## src/hw/rtl/spfd_pkg.sv

```systemverilog
// Shared types, codes and defaults for the serial port with receive FIFO and DMA.
`default_nettype none

package spfd_pkg;

  localparam int          FIFO_DEPTH_DEF = 16;
  localparam logic [31:0] DEVICE_ID_DEF  = 32'h0000_0000;
  localparam int          QUEUE_DEPTH    = 2;

  localparam logic [31:0] ALL_ONES = 32'hFFFF_FFFF;

  // Request types
  localparam logic [1:0] REQ_READ    = 2'd0;
  localparam logic [1:0] REQ_WRITE   = 2'd1;
  localparam logic [1:0] REQ_RX_BYTE = 2'd2;

  // Word indexes of the register map
  localparam int         WORD_W         = 10;
  localparam logic [9:0] REG_ID         = 10'd0;
  localparam logic [9:0] REG_DATA       = 10'd1;
  localparam logic [9:0] REG_FIFO_COUNT = 10'd2;
  localparam logic [9:0] REG_INT_ENABLE = 10'd3;
  localparam logic [9:0] REG_TX_ADDR    = 10'd4;
  localparam logic [9:0] REG_TX_COUNT   = 10'd5;
  localparam logic [9:0] REG_RX_ADDR    = 10'd6;
  localparam logic [9:0] REG_RX_COUNT   = 10'd7;
  localparam logic [9:0] REG_FIFO_SIZE  = 10'd8;

  // Memory side operations
  localparam logic [1:0] MEM_NONE    = 2'd0;
  localparam logic [1:0] MEM_BYTE_WR = 2'd1;
  localparam logic [1:0] MEM_TX_DMA  = 2'd2;

  // Error codes
  localparam logic [1:0] ERR_NONE       = 2'd0;
  localparam logic [1:0] ERR_BAD_OFFSET = 2'd1;
  localparam logic [1:0] ERR_RX_DROP    = 2'd2;

  // Interrupt enable bits
  localparam int IRQ_FIFO_BIT     = 0;
  localparam int IRQ_ALWAYS_BIT   = 1;
  localparam int IRQ_DMA_DONE_BIT = 2;

  typedef enum logic [4:0] {
    CMD_NOP,
    CMD_BAD,
    CMD_RD_ID,
    CMD_RD_DATA,
    CMD_RD_COUNT,
    CMD_RD_MASK,
    CMD_RD_TXADDR,
    CMD_RD_ZERO,
    CMD_RD_RXADDR,
    CMD_RD_RXLEFT,
    CMD_RD_SIZE,
    CMD_WR_DATA,
    CMD_WR_MASK,
    CMD_WR_TXADDR,
    CMD_WR_TXCNT,
    CMD_WR_RXADDR,
    CMD_WR_RXCNT,
    CMD_RX_BYTE
  } cmd_kind_t;

  typedef struct packed {
    cmd_kind_t   kind;
    logic [31:0] data;
    logic [7:0]  rx_byte;
  } cmd_t;

  typedef struct packed {
    logic [31:0] read_data;
    logic        irq_level;
    logic        tx_valid;
    logic [7:0]  tx_byte;
    logic [1:0]  mem_op;
    logic [31:0] mem_addr;
    logic [7:0]  mem_byte;
    logic [31:0] tx_dma_count;
    logic [31:0] rx_space;
    logic [1:0]  error_code;
    logic        last;
  } res_t;

endpackage

`default_nettype wire

```

## src/hw/rtl/spfd_queue.sv

```systemverilog
// Small register queue used between the front, the back and the result port.
`default_nettype none

module spfd_queue #(
  parameter type T     = logic,
  parameter int  DEPTH = spfd_pkg::QUEUE_DEPTH
) (
  input  wire logic clk,
  input  wire logic rst_n,
  input  wire logic push_i,
  input  wire T     wr_data_i,
  output logic      full_o,
  input  wire logic pop_i,
  output T          rd_data_o,
  output logic      empty_o
);
  import spfd_pkg::*;

  localparam int PW = $clog2(DEPTH);
  localparam int CW = $clog2(DEPTH + 1);
  localparam logic [PW-1:0] LAST_PTR = PW'(DEPTH - 1);
  localparam logic [CW-1:0] DEPTH_C  = CW'(DEPTH);

  T              entry_r [DEPTH];
  logic [PW-1:0] wr_ptr_r, wr_ptr_nxt;
  logic [PW-1:0] rd_ptr_r, rd_ptr_nxt;
  logic [CW-1:0] count_r, count_nxt;

  assign full_o    = (count_r == DEPTH_C);
  assign empty_o   = (count_r == '0);
  assign rd_data_o = entry_r[rd_ptr_r];

  always_comb begin
    wr_ptr_nxt = wr_ptr_r;
    rd_ptr_nxt = rd_ptr_r;
    count_nxt  = count_r;
    if (push_i) begin
      wr_ptr_nxt = (wr_ptr_r == LAST_PTR) ? '0 : wr_ptr_r + 1'b1;
    end
    if (pop_i) begin
      rd_ptr_nxt = (rd_ptr_r == LAST_PTR) ? '0 : rd_ptr_r + 1'b1;
    end
    if (push_i && !pop_i) begin
      count_nxt = count_r + 1'b1;
    end else if (pop_i && !push_i) begin
      count_nxt = count_r - 1'b1;
    end
  end

  always_ff @(posedge clk) begin
    if (!rst_n) begin
      wr_ptr_r <= '0;
      rd_ptr_r <= '0;
      count_r  <= '0;
    end else begin
      wr_ptr_r <= wr_ptr_nxt;
      rd_ptr_r <= rd_ptr_nxt;
      count_r  <= count_nxt;
    end
  end

  always_ff @(posedge clk) begin
    if (push_i) begin
      entry_r[wr_ptr_r] <= wr_data_i;
    end
  end

`ifndef SYNTHESIS
  a_no_overflow: assert property (@(posedge clk) disable iff (!rst_n)
    push_i && full_o |-> pop_i)
    else $error("queue pushed while full");
  a_no_underflow: assert property (@(posedge clk) disable iff (!rst_n)
    pop_i |-> !empty_o)
    else $error("queue popped while empty");
  a_count_bound: assert property (@(posedge clk) disable iff (!rst_n)
    count_r <= DEPTH_C)
    else $error("queue count above depth");
`endif

endmodule

`default_nettype wire

```

## src/hw/rtl/spfd_front.sv

```systemverilog
// Front end: accepts bus and line items and classifies them into commands.
`default_nettype none

module spfd_front (
  input  wire logic        push,
  output logic             full,
  input  wire logic [1:0]  req_type_i,
  input  wire logic [11:0] reg_offset_i,
  input  wire logic [31:0] write_data_i,
  input  wire logic [7:0]  rx_data_i,
  input  wire logic        cmdq_full_i,
  output logic             cmd_push_o,
  output spfd_pkg::cmd_t   cmd_o
);
  import spfd_pkg::*;

  logic [WORD_W-1:0] word;

  assign word       = reg_offset_i[11:2];
  assign full       = cmdq_full_i;
  assign cmd_push_o = push && !cmdq_full_i;

  always_comb begin
    cmd_o.data    = write_data_i;
    cmd_o.rx_byte = rx_data_i;
    cmd_o.kind    = CMD_NOP;
    case (req_type_i)
      REQ_READ: begin
        case (word)
          REG_ID:         cmd_o.kind = CMD_RD_ID;
          REG_DATA:       cmd_o.kind = CMD_RD_DATA;
          REG_FIFO_COUNT: cmd_o.kind = CMD_RD_COUNT;
          REG_INT_ENABLE: cmd_o.kind = CMD_RD_MASK;
          REG_TX_ADDR:    cmd_o.kind = CMD_RD_TXADDR;
          REG_TX_COUNT:   cmd_o.kind = CMD_RD_ZERO;
          REG_RX_ADDR:    cmd_o.kind = CMD_RD_RXADDR;
          REG_RX_COUNT:   cmd_o.kind = CMD_RD_RXLEFT;
          REG_FIFO_SIZE:  cmd_o.kind = CMD_RD_SIZE;
          default:        cmd_o.kind = CMD_BAD;
        endcase
      end
      REQ_WRITE: begin
        case (word)
          REG_DATA:       cmd_o.kind = CMD_WR_DATA;
          REG_INT_ENABLE: cmd_o.kind = CMD_WR_MASK;
          REG_TX_ADDR:    cmd_o.kind = CMD_WR_TXADDR;
          REG_TX_COUNT:   cmd_o.kind = CMD_WR_TXCNT;
          REG_RX_ADDR:    cmd_o.kind = CMD_WR_RXADDR;
          REG_RX_COUNT:   cmd_o.kind = CMD_WR_RXCNT;
          default:        cmd_o.kind = CMD_BAD;
        endcase
      end
      REQ_RX_BYTE: cmd_o.kind = CMD_RX_BYTE;
      default:     cmd_o.kind = CMD_NOP;
    endcase
  end

endmodule

`default_nettype wire

```

## src/hw/rtl/spfd_back.sv

```systemverilog
// Back end: register state, receive ring FIFO and DMA sequencing, one command at a time.
`default_nettype none

module spfd_back #(
  parameter int          FIFO_DEPTH = spfd_pkg::FIFO_DEPTH_DEF,
  parameter logic [31:0] DEVICE_ID  = spfd_pkg::DEVICE_ID_DEF
) (
  input  wire logic           clk,
  input  wire logic           rst_n,
  input  wire spfd_pkg::cmd_t cmd_i,
  input  wire logic           cmd_empty_i,
  output logic                cmd_pop_o,
  output spfd_pkg::res_t      res_o,
  output logic                res_push_o,
  input  wire logic           res_full_i
);
  import spfd_pkg::*;

  localparam int IW = $clog2(FIFO_DEPTH);
  localparam int CW = $clog2(FIFO_DEPTH + 1);
  localparam logic [IW-1:0] LAST_IDX = IW'(FIFO_DEPTH - 1);
  localparam logic [CW-1:0] DEPTH_C  = CW'(FIFO_DEPTH);
  localparam logic [CW:0]   DEPTH_W  = (CW+1)'(FIFO_DEPTH);

  typedef enum logic [1:0] {S_IDLE, S_EXEC, S_DRD, S_DEMIT} state_t;

  state_t        state_r, state_nxt;
  cmd_t          cmd_r, cmd_nxt;
  logic [IW-1:0] head_r, head_nxt;
  logic [CW-1:0] fill_r, fill_nxt;
  logic [CW-1:0] len_r, len_nxt;
  logic [31:0]   mask_r, mask_nxt;
  logic [31:0]   tx_addr_r, tx_addr_nxt;
  logic [31:0]   rx_addr_r, rx_addr_nxt;
  logic [31:0]   rx_left_r, rx_left_nxt;

  // Ring storage, written at the tail, read at the head
  logic [7:0]    store_r [FIFO_DEPTH];
  logic [7:0]    rd_byte_r;
  logic          wr_en;
  logic [IW-1:0] wr_idx;

  logic [IW-1:0] head_inc;
  logic [CW:0]   tail_sum;
  logic [IW-1:0] tail_idx;
  logic [31:0]   left_v;
  logic [CW-1:0] len_v;

  assign head_inc = (head_r == LAST_IDX) ? '0 : head_r + 1'b1;
  assign tail_sum = (CW+1)'(head_r) + (CW+1)'(fill_r);
  assign tail_idx = (tail_sum >= DEPTH_W) ? IW'(tail_sum - DEPTH_W) : IW'(tail_sum);

  // Receive DMA start: drain what is buffered, leave the rest for the line
  always_comb begin
    if (32'(fill_r) < cmd_r.data) begin
      left_v = cmd_r.data - 32'(fill_r);
      len_v  = fill_r;
    end else begin
      left_v = '0;
      len_v  = cmd_r.data[CW-1:0];
    end
  end

  always_comb begin
    state_nxt   = state_r;
    cmd_nxt     = cmd_r;
    head_nxt    = head_r;
    fill_nxt    = fill_r;
    len_nxt     = len_r;
    mask_nxt    = mask_r;
    tx_addr_nxt = tx_addr_r;
    rx_addr_nxt = rx_addr_r;
    rx_left_nxt = rx_left_r;
    cmd_pop_o   = 1'b0;
    res_push_o  = 1'b0;
    wr_en       = 1'b0;
    wr_idx      = tail_idx;
    res_o       = '0;

    case (state_r)
      S_IDLE: begin
        if (!cmd_empty_i) begin
          cmd_pop_o = 1'b1;
          cmd_nxt   = cmd_i;
          state_nxt = S_EXEC;
        end
      end
      S_EXEC: begin
        if (cmd_r.kind == CMD_WR_RXCNT && len_v != '0) begin
          rx_left_nxt = left_v;
          len_nxt     = len_v;
          state_nxt   = S_DEMIT;
        end else if (!res_full_i) begin
          res_push_o = 1'b1;
          res_o.last = 1'b1;
          state_nxt  = S_IDLE;
          case (cmd_r.kind)
            CMD_BAD:       res_o.error_code = ERR_BAD_OFFSET;
            CMD_RD_ID:     res_o.read_data  = DEVICE_ID;
            CMD_RD_DATA: begin
              if (fill_r != '0) begin
                res_o.read_data = {24'h0, rd_byte_r};
                head_nxt        = head_inc;
                fill_nxt        = fill_r - 1'b1;
              end else begin
                res_o.read_data = ALL_ONES;
              end
            end
            CMD_RD_COUNT:  res_o.read_data = 32'(fill_r);
            CMD_RD_MASK:   res_o.read_data = mask_r;
            CMD_RD_TXADDR: res_o.read_data = tx_addr_r;
            CMD_RD_RXADDR: res_o.read_data = rx_addr_r;
            CMD_RD_RXLEFT: res_o.read_data = rx_left_r;
            CMD_RD_SIZE:   res_o.read_data = 32'(FIFO_DEPTH);
            CMD_WR_DATA: begin
              res_o.tx_valid = 1'b1;
              res_o.tx_byte  = cmd_r.data[7:0];
            end
            CMD_WR_MASK:   mask_nxt    = cmd_r.data;
            CMD_WR_TXADDR: tx_addr_nxt = cmd_r.data;
            CMD_WR_TXCNT: begin
              if (cmd_r.data != '0) begin
                res_o.mem_op       = MEM_TX_DMA;
                res_o.mem_addr     = tx_addr_r;
                res_o.tx_dma_count = cmd_r.data;
                tx_addr_nxt        = tx_addr_r + cmd_r.data;
              end
            end
            CMD_WR_RXADDR: begin
              rx_left_nxt = '0;
              rx_addr_nxt = cmd_r.data;
            end
            CMD_WR_RXCNT:  rx_left_nxt = left_v;
            CMD_RX_BYTE: begin
              if (rx_left_r != '0) begin
                res_o.mem_op   = MEM_BYTE_WR;
                res_o.mem_addr = rx_addr_r;
                res_o.mem_byte = cmd_r.rx_byte;
                rx_left_nxt    = rx_left_r - 1'b1;
                rx_addr_nxt    = rx_addr_r + 1'b1;
              end else if (fill_r < DEPTH_C) begin
                wr_en    = 1'b1;
                fill_nxt = fill_r + 1'b1;
              end else begin
                res_o.error_code = ERR_RX_DROP;
              end
            end
            default: ;
          endcase
        end
      end
      S_DRD: begin
        // head moved: let the read port catch up
        state_nxt = S_DEMIT;
      end
      S_DEMIT: begin
        if (!res_full_i) begin
          res_push_o     = 1'b1;
          res_o.mem_op   = MEM_BYTE_WR;
          res_o.mem_addr = rx_addr_r;
          res_o.mem_byte = rd_byte_r;
          res_o.last     = (len_r == CW'(1));
          rx_addr_nxt    = rx_addr_r + 1'b1;
          head_nxt       = head_inc;
          fill_nxt       = fill_r - 1'b1;
          len_nxt        = len_r - 1'b1;
          state_nxt      = (len_r == CW'(1)) ? S_IDLE : S_DRD;
        end
      end
      default: state_nxt = S_IDLE;
    endcase

    // irq and space reflect state after this result
    res_o.irq_level = (mask_nxt[IRQ_FIFO_BIT] && fill_nxt != '0) ||
                      mask_nxt[IRQ_ALWAYS_BIT] ||
                      (mask_nxt[IRQ_DMA_DONE_BIT] && rx_left_nxt == '0);
    res_o.rx_space  = (rx_left_nxt != '0) ? rx_left_nxt : 32'(DEPTH_C - fill_nxt);
  end

  always_ff @(posedge clk) begin
    if (!rst_n) begin
      state_r   <= S_IDLE;
      head_r    <= '0;
      fill_r    <= '0;
      len_r     <= '0;
      mask_r    <= '0;
      tx_addr_r <= '0;
      rx_addr_r <= '0;
      rx_left_r <= '0;
    end else begin
      state_r   <= state_nxt;
      head_r    <= head_nxt;
      fill_r    <= fill_nxt;
      len_r     <= len_nxt;
      mask_r    <= mask_nxt;
      tx_addr_r <= tx_addr_nxt;
      rx_addr_r <= rx_addr_nxt;
      rx_left_r <= rx_left_nxt;
    end
    cmd_r <= cmd_nxt;
  end

  always_ff @(posedge clk) begin
    if (wr_en) begin
      store_r[wr_idx] <= cmd_r.rx_byte;
    end
    rd_byte_r <= store_r[head_r];
  end

`ifndef SYNTHESIS
  a_fill_bound: assert property (@(posedge clk) disable iff (!rst_n)
    fill_r <= DEPTH_C)
    else $error("fill count above depth");
  a_drain_len: assert property (@(posedge clk) disable iff (!rst_n)
    (state_r == S_DEMIT || state_r == S_DRD) |-> (len_r != '0 && len_r <= fill_r))
    else $error("drain length out of step with fill count");
  a_push_room: assert property (@(posedge clk) disable iff (!rst_n)
    res_push_o |-> !res_full_i)
    else $error("result pushed into full queue");
`endif

endmodule

`default_nettype wire

```

## src/hw/rtl/serial_port_rx_fifo_dma.sv

```systemverilog
// Top level of the serial port with receive FIFO and DMA.
//
// Usage:
//   Input channel (push/full): each item is a bus read, a bus write or one
//   received serial byte. An item is taken on a clock edge with push high
//   and full low. A two-entry command queue sits in front of the engine.
//   Result channel (empty/pop): results wait in a two-entry queue; the
//   oldest one is on the out_ ports while empty is low and leaves on an edge
//   with pop high. Every item yields one result, except a receive DMA start
//   with bytes buffered, which yields one memory byte write per drained
//   byte (up to FIFO_DEPTH); out_last marks the final result of an item.
//   The engine takes one item at a time: it fetches the item from the
//   command queue, then executes it and pushes its result; a receive DMA
//   drain holds it until the last byte write is out, with a wait state
//   between writes for the registered ring read port.
//   Reset (rst_n low, synchronous) empties both queues and the receive FIFO
//   and clears the control registers; FIFO storage itself is not cleared.
//   A stalled receiver fills the result queue; the engine then waits, the
//   command queue fills and full rises. No item is dropped by the stall.
`default_nettype none

module serial_port_rx_fifo_dma #(
  parameter int          FIFO_DEPTH = spfd_pkg::FIFO_DEPTH_DEF,
  parameter logic [31:0] DEVICE_ID  = spfd_pkg::DEVICE_ID_DEF
) (
  input  wire logic        clk,
  input  wire logic        rst_n,
  // input channel
  input  wire logic        push,
  output logic             full,
  input  wire logic [1:0]  in_req_type,
  input  wire logic [11:0] in_reg_offset,
  input  wire logic [31:0] in_write_data,
  input  wire logic [7:0]  in_rx_data,
  // result channel
  output logic             empty,
  input  wire logic        pop,
  output logic [31:0]      out_read_data,
  output logic             out_irq_level,
  output logic             out_tx_valid,
  output logic [7:0]       out_tx_byte,
  output logic [1:0]       out_mem_op,
  output logic [31:0]      out_mem_addr,
  output logic [7:0]       out_mem_byte,
  output logic [31:0]      out_tx_dma_count,
  output logic [31:0]      out_rx_space,
  output logic [1:0]       out_error_code,
  output logic             out_last
);
  import spfd_pkg::*;

  cmd_t cmd_in, cmd_head;
  logic cmd_push, cmd_pop, cmd_full, cmd_empty;
  res_t res_in, res_head;
  logic res_push, res_full;

  // Front: decode the item into a command
  spfd_front u_front (
    .push         (push),
    .full         (full),
    .req_type_i   (in_req_type),
    .reg_offset_i (in_reg_offset),
    .write_data_i (in_write_data),
    .rx_data_i    (in_rx_data),
    .cmdq_full_i  (cmd_full),
    .cmd_push_o   (cmd_push),
    .cmd_o        (cmd_in)
  );

  // Command queue decouples the bus side from the engine
  spfd_queue #(.T(cmd_t), .DEPTH(QUEUE_DEPTH)) u_cmdq (
    .clk       (clk),
    .rst_n     (rst_n),
    .push_i    (cmd_push),
    .wr_data_i (cmd_in),
    .full_o    (cmd_full),
    .pop_i     (cmd_pop),
    .rd_data_o (cmd_head),
    .empty_o   (cmd_empty)
  );

  // Back: registers, ring FIFO, DMA sequencing
  spfd_back #(.FIFO_DEPTH(FIFO_DEPTH), .DEVICE_ID(DEVICE_ID)) u_back (
    .clk         (clk),
    .rst_n       (rst_n),
    .cmd_i       (cmd_head),
    .cmd_empty_i (cmd_empty),
    .cmd_pop_o   (cmd_pop),
    .res_o       (res_in),
    .res_push_o  (res_push),
    .res_full_i  (res_full)
  );

  // Result queue: engine keeps going while the receiver holds a result, until the queue is full
  spfd_queue #(.T(res_t), .DEPTH(QUEUE_DEPTH)) u_resq (
    .clk       (clk),
    .rst_n     (rst_n),
    .push_i    (res_push),
    .wr_data_i (res_in),
    .full_o    (res_full),
    .pop_i     (pop && !empty),
    .rd_data_o (res_head),
    .empty_o   (empty)
  );

  assign out_read_data    = res_head.read_data;
  assign out_irq_level    = res_head.irq_level;
  assign out_tx_valid     = res_head.tx_valid;
  assign out_tx_byte      = res_head.tx_byte;
  assign out_mem_op       = res_head.mem_op;
  assign out_mem_addr     = res_head.mem_addr;
  assign out_mem_byte     = res_head.mem_byte;
  assign out_tx_dma_count = res_head.tx_dma_count;
  assign out_rx_space     = res_head.rx_space;
  assign out_error_code   = res_head.error_code;
  assign out_last         = res_head.last;

endmodule

`default_nettype wire

```

## config.mk

```make
export PLATFORM = sky130hd
export DESIGN_NAME = serial_port_rx_fifo_dma
export DESIGN_NICKNAME = d
export VERILOG_FILES = /design/src/hw/rtl/spfd_pkg.sv /design/src/hw/rtl/spfd_queue.sv /design/src/hw/rtl/spfd_front.sv /design/src/hw/rtl/spfd_back.sv /design/src/hw/rtl/serial_port_rx_fifo_dma.sv
export SDC_FILE = /design/constraint.sdc
export NUM_CORES = 1
export LEC_CHECK = 0
export ABC_AREA = 1
export BUFFER_PORTS_ARGS = -buffer_cell sky130_fd_sc_hd__buf_4
export CAP_MARGIN = 0
export CORE_MARGIN = 2
export CORE_UTILIZATION = 55
export CTS_CLUSTER_DIAMETER = 120
export DETAILED_ROUTE_END_ITERATION = 12
export PLACE_DENSITY = 0.71
export SLEW_MARGIN = 10
export SYNTH_ARGS = -nofsm -noshare
export SYNTH_HDL_FRONTEND = slang
export SYNTH_SLANG_ARGS = --single-unit
```

## constraint.sdc

```tcl
create_clock -name clk -period 29.1 [get_ports clk]
set_clock_uncertainty 0.2 [all_clocks]
set_input_delay 4.365 -clock clk [delete_from_list [all_inputs] [get_ports clk]]
set_output_delay 4.365 -clock clk [all_outputs]
set_load 0.02 [all_outputs]
```

==> results_dict.tcl, run 1 <==
set metrics [dict create \
    synth_nets 3886 \
    synth_cell_types 57 \
    synthSimpleGateAreaFrac 0.177 \
    cp_num_buf_inv 3 \
    critPathArrivalTime_ns 3.44 \
    avgSynthCellArea_um2 9.48 \
    path_clk_slew_ns 0.06 \
    grt_pass1_vias 26100 \
    wl_per_cell_um 21.8 \
    place_congestion 0.979 \
    drv_cap 0 \
    ys_seq_area_frac 0.564 \
    grt_max_degree 70 \
    die_w_um 259 \
    drive_above_1_share 0.144 \
    syn_to_final_growth_pct 13.0 \
    final_util 0.628 \
    status "completed" \
    setup_violations 0 \
    synth_top_family_by_area "simple AND/OR/NAND/NOR gates" \
    grt_overflow_total 0 \
    power_mw 4.14 \
    diodes 0 \
    path_cells "buf_4 > buf_4 > mux2_2 > buf_4" \
    fmax_mhz 125 \
    antenna_left 0 \
    start_kind "register" \
    dpl_worst_slack_ns 21.73 \
    worst_path_largest_cell_delay_ns 0.76 \
    cts_tree "built" \
    start_util 0.556 \
    die_h_um 259 \
    nNetsFinal 4036 \
    async_flop_share 0 \
    fin_crit_sh 0.275 \
    drc_errors 0 \
    cp_max_fo 65 \
    num_vias 28500 \
    clockRootBuffer "clkbuf_16" \
    drt-initial-drc-count 3270 \
    slew_headroom 0.104 \
    placementRows 93 \
    syn_area_mm2 0.0358 \
    place_hpwl_um 73600 \
    hold_slack_ns 0.250 \
    core_mm2 0.0643 \
    clock-sinks 726 \
    setup_ws_ns 21.10 \
    port_buffers 208 \
    fin_setup_tns_ns 0 \
    critPathMostFrequentCell "buf_4" \
    rsz0062_at_grt "false" \
    peakVddDrop_v 0.0000629 \
    wirelength_um 105000 \
    static-leakage-power_nw 15.7 \
    path_class "reg2out" \
    antenna_found_initial 2 \
    postCtsSetupRepairBufs 0 \
    synth_edf_count 565 \
    min-delay-path-class "reg2reg" \
    ctsResizeCount 0 \
    numCtsBuffers 74 \
    synth_mux_area_frac 0.0512 \
    grt_use_total 0.308 \
    final.min_clock_period_ns 8.00 \
    synth-compound-area-share 0.116 \
    ys.flop_type "edfxtp_1" \
    syn_inst 3773 \
    holdBufCountCts 0 \
    viasPerCell 5.90 \
    synth_warnings 0 \
    tightestPinTransition_ns 1.31 \
    clk_path_buf_depth 3 \
    insertion_delay_ns 0.64 \
    slowest_stage "buf_4" \
    required_ns 24.53 \
    synthAdderAreaFrac 0.0199 \
    power_density_mw_per_mm2 102 \
    io_pins 211 \
    slew_viol_final 0 \
    synth_xor_area_frac 0.0152 \
    hold_violations 0 \
    critPathTopFamily "buffers and inverters" \
    cts_htree_levels 3 \
    grt_pass1_wl_um 156000 \
    ys_seq_elements 726 \
    critPathCaptureType "output port" \
    dieArea_mm2 0.0671 \
    dr.pass1.iters 6 \
]
report_power, final:
part | switching (mW) | internal (mW)
Sequential | 0.204 | 1.40
Combinational | 1.09 | 0.500
Clock | 0.407 | 0.546
Total | 1.70 | 2.44
synth_stat cells, types with 20 or more instances:
library cell  count  area share
a21oi_1         239       0.033
a31oi_1          22      0.0038
buf_2            20      0.0028
clkbuf_1        127       0.013
dfxtp_1         161       0.090
edfxtp_1        565        0.47
ha_1             52       0.018
inv_1           316       0.033
mux2_2          151       0.048
nand2_1         685       0.072
nand3_1         157       0.022
nand4_1          82       0.014
nor2_1          498       0.052
nor3_1           34      0.0048
o21ai_0         310       0.043
o22ai_1          62       0.011
xor2_1           51       0.012
cell usage in the layout (no fill, tap or decap), drive strengths merged, types with 3 or more instances in the layout:
cell type and n:
nor4 11, o22ai 62, nand3b 6, nand2 695, o211ai 10, nor2 511
nand3 160, mux2i 13, nand4 82, a221oi 8, inv 335, a2111oi 5
xor2 51, o21ai 315, ha 52, fa 3, edfxtp 565, o221ai 18
a21o 8, mux2 151, bufinv 6, nor3 35, clkinvlp 5, or2 13
a211oi 11, dfxtp 161, xnor2 11, a22oi 3, a21oi 241, buf 245
o21a 4, clkbuf 102, a31oi 22, o32ai 19, clkinv 31, o21bai 3
o2111ai 4
worst reg2reg max path: cells and delay by family, from the launching register on:
family                   cells  cell delay (ns)
AO/OA/AOI/OAI                1             0.48
adder cells (fa/ha/maj)      1             0.54
buffers and inverters        5             2.28
AND/OR/NAND/NOR             12             2.46
flip-flops                   1             0.56
registers in the layout, indices dropped and copies added (netlist names), 5 cells and up, named ones only:
signal            count
u_back.store_r      128
u_back.mask_r        32
u_back.fill_r         5
u_back.tx_addr_r     32
u_cmdq.entry_r       90
u_back.rx_left_r     32
u_back.rx_addr_r     32
u_back.cmd_r         45
u_resq.entry_r      302
u_back.len_r          5
u_back.rd_byte_r      8
cells by family (layout without fill, tap and decap cells):
kind of cell | Yosys count | in the layout
mux | 164 | 164
fa+ha+maj | 55 | 55
flops | 726 | 726
xor+xnor | 62 | 62
simple gates | 1514 | 1514
compound gates | 737 | 737
buf+inv | 515 | 724
path summary, 6_finish.rpt:
check	startpoint	endpoint	slack [ns]	cells after the start
worst min register to register	u_back.mask_r[20]	u_back.mask_r[20]	0.25	2
worst max register to register	u_back.cmd_r[9]	u_resq.entry_r[1][69]	22.16	19
worst max-delay path	register	out_mem_op[0]	21.10	4
worst min-delay path	u_back.mask_r[20]	u_back.mask_r[20]	0.25	2
per-layer routing:
metal	global-route usage	wire, um	share of wire	up-vias
met3	0.0458	8690	0.083	267
met4	0.163	5660	0.054	0
met2	0.487	48300	0.46	1376
li1	-	-	-	13400
met5	0	0	0	-
met1	0.413	42600	0.41	13500
cell type report:
type / count / area, um2
Clock buffer: 101 / 2010
Fill cell: 5297 / 23900
Multi-Input combinational cell: 2532 / 13600
Sequential cell: 726 / 20200
Clock inverter: 34 / 413
Inverter: 343 / 1290
Timing Repair Buffer: 246 / 1840
Tap cell: 855 / 1070
stage by stage:
stage | area (um2) | instances
finish | 40400 | 4837
global route | 40400 | 4837
CTS | 40400 | 4836
detailed placement | 38000 | 4701
global placement | 38000 | 4701
floorplan | 35800 | 3773
(Power assumes the default switching activity.)
==> inputs of run 2 (changes only) <==
ABC_AREA = 0   (was 1)
PLACE_DENSITY = 0.74   (was 0.71)
clock period = 7.24 ns   (was 29.1 ns; I/O delays follow)
==> results_dict.tcl, run 2 <==
set metrics [dict create \
    viasPerCell 6.52 \
    layout_commonest_cell "edfxtp_1" \
    slew_headroom 0.183 \
    rr_startpoint "u_back.cmd_r[16]" \
    async_flop_share 0 \
    path_cells "nor4_2 > nand4_2 > or3_4 > o211a_1 > nor2_2 > nand2_1 > nor3_2 > or2_2 > a22o_1" \
    fin_crit_sh 0.878 \
    die_w_um 253 \
    final.min_clock_period_ns 6.35 \
    static-leakage-power_nw 13.7 \
    antenna_left 0 \
    cp.depth 9 \
    crit_start "u_back.cmd_r[16]" \
    hold_violations 0 \
    instances_no_fill 3898 \
    endpoint "u_resq.entry_r[1][95]" \
    postCtsSetupRepairBufs 0 \
    path_class "reg2reg" \
    status "completed" \
    yosys.area.top_type_share 0.496 \
    avgSynthCellArea_um2 12.0 \
    layout_common_cells "edfxtp_1 (565), buf_4 (260), nand2_1 (259), nor2_1 (223), mux2_2 (197)" \
    synth-compound-area-share 0.132 \
    grt_use_total 0.330 \
    synth_xor_area_frac 0.0161 \
    top_regs "u_resq.entry_r (302), u_back.store_r (128), u_cmdq.entry_r (90)" \
    clk_path_buf_depth 3 \
    syn_area_mm2 0.0342 \
    power_density_mw_per_mm2 415 \
    antenna_found_initial 4 \
    synth_common_cells "edfxtp_1 (565), nand2_1 (259), nor2_1 (230), mux2_2 (197), clkbuf_1 (168)" \
    ys_seq_area_frac 0.590 \
    synth_nets 2966 \
    die_h_um 253 \
    synth_cell_types 93 \
    cts_tree "built" \
    post-synth-top-count-cell "edfxtp_1" \
    fmax_mhz 157 \
    synth_warnings 0 \
    clockRootBuffer "clkbuf_16" \
    ys_seq_elements 726 \
    top_register "u_resq.entry_r" \
    cp_num_buf_inv 0 \
    drc_errors 0 \
    path_clk_slew_ns 0.06 \
    place_hpwl_um 73900 \
    peakVddDrop_v 0.000278 \
    drt-initial-drc-count 2976 \
    critPathArrivalTime_ns 6.64 \
    start_kind "register" \
    io_pins 211 \
    synth_mux_area_frac 0.0951 \
    dieArea_mm2 0.0642 \
    reg2reg_depth 9 \
    wirelength_um 106000 \
    r2r_end "u_resq.entry_r[1][95]" \
    critPathCaptureType "register" \
    num_vias 25400 \
    numCtsBuffers 75 \
    post-place-cells 3759 \
    dr.pass1.iters 9 \
    cp_max_fo 34 \
    synth_top_family_by_area "compound AO/OA/AOI/OAI gates" \
    synth_edf_count 565 \
    reg2reg_slack_ns 0.89 \
    ys.flop_type "edfxtp_1" \
    start_util 0.555 \
    clock-sinks 726 \
    rsz0062_at_grt "false" \
    synthTopCellsByArea "edfxtp_1 (50%), dfxtp_1 (9.4%), mux2_2 (6.5%)" \
    yosysTopAreaCell "edfxtp_1" \
    syn_to_final_growth_pct 14.7 \
    grt_pass1_vias 24600 \
    grt_max_degree 152 \
    diodes 0 \
    critPathTopFamily "simple AND/OR/NAND/NOR gates" \
    required_ns 7.53 \
    slew_viol_final 0 \
    tightestPinTransition_ns 1.22 \
    final_area_mm2 0.0392 \
    setup_violations 0 \
    core_mm2 0.0616 \
    largest_reg_flops 302 \
    holdBufCountCts 0 \
    cts_htree_levels 3 \
    grt_pass1_wl_um 157000 \
    nNetsFinal 3112 \
    worst_path_largest_cell_delay_ns 0.90 \
    wl_per_cell_um 27.3 \
    synthSimpleGateAreaFrac 0.119 \
    drive_above_1_share 0.220 \
    grt_overflow_total 0 \
    min-delay-path-class "reg2reg" \
    syn_inst 2853 \
    placementRows 91 \
    drv_cap 0 \
    fin_setup_tns_ns 0 \
    ctsResizeCount 0 \
    port_buffers 208 \
    min-delay-start "u_back.mask_r[27]" \
    insertion_delay_ns 0.64 \
    synthAdderAreaFrac 0.0208 \
    postPlaceCellArea_mm2 0.0366 \
    slowest_stage "nor2_2" \
    place_congestion 0.998 \
]
run 2: worst min-delay path: cells and delay by family, from the launching register on:
kind	cells	cell delay [ns]
AO/OA/AOI/OAI	1	0.05
flip-flops	1	0.31
AND/OR/NAND/NOR	1	0.05
run 2: metal layers:
| metal | up-vias | part of all wire | global-route usage |
|---|---|---|---|
| met3 | 326 | 0.081 | 0.0554 |
| met1 | 12500 | 0.39 | 0.429 |
| met4 | 0 | 0.051 | 0.153 |
| li1 | 11200 | - | - |
| met5 | - | 0 | 0 |
| met2 | 1412 | 0.48 | 0.544 |
run 2: worst min-delay path by stage:
stage,to,slack (ns),cells after the start
floorplan,u_back.mask_r[4],0.23,2
global placement,u_back.mask_r[23],0.24,2
finish,u_back.mask_r[27],0.25,2
detailed placement,u_back.mask_r[27],0.25,2
global route,u_back.mask_r[21],0.27,2
CTS,u_back.mask_r[27],0.26,2
run 2: cell families (layout without fill, tap and decap cells):
group | Yosys count | count (layout)
buf+inv | 231 | 439
simple gates | 841 | 841
compound gates | 687 | 687
mux | 250 | 250
flops | 726 | 726
fa+ha+maj | 55 | 55
xor+xnor | 63 | 63
run 2: per-stage QoR:
stage	power (mW)	hold WS (ns)	setup slack, ns	utilization
5_1_grt	16.9	0.272	0.671	0.637
2_1_floorplan	9.76	0.232	0.0773	-
4_1_cts	16.2	0.256	1.10	0.637
6_report	16.3	0.255	0.886	0.637
3_5_place_dp	12.1	0.248	1.14	0.594
3_3_place_gp	12.0	0.241	1.33	0.594
run 2: final cells by class:
type	instances	area, um2
multi-input cells	1896	13200
clock buffers	98	2040
flip-flops and latches	726	20200
clock inverters	41	581
repair buffers	264	2030
fillers	4643	22400
inverters	36	136
well taps	837	1050
run 2: report_power, final:
group	internal (mW)	switching (mW)
Combinational	2.07	3.72
Sequential	5.52	0.858
Clock	2.39	1.69
Total	9.98	6.28
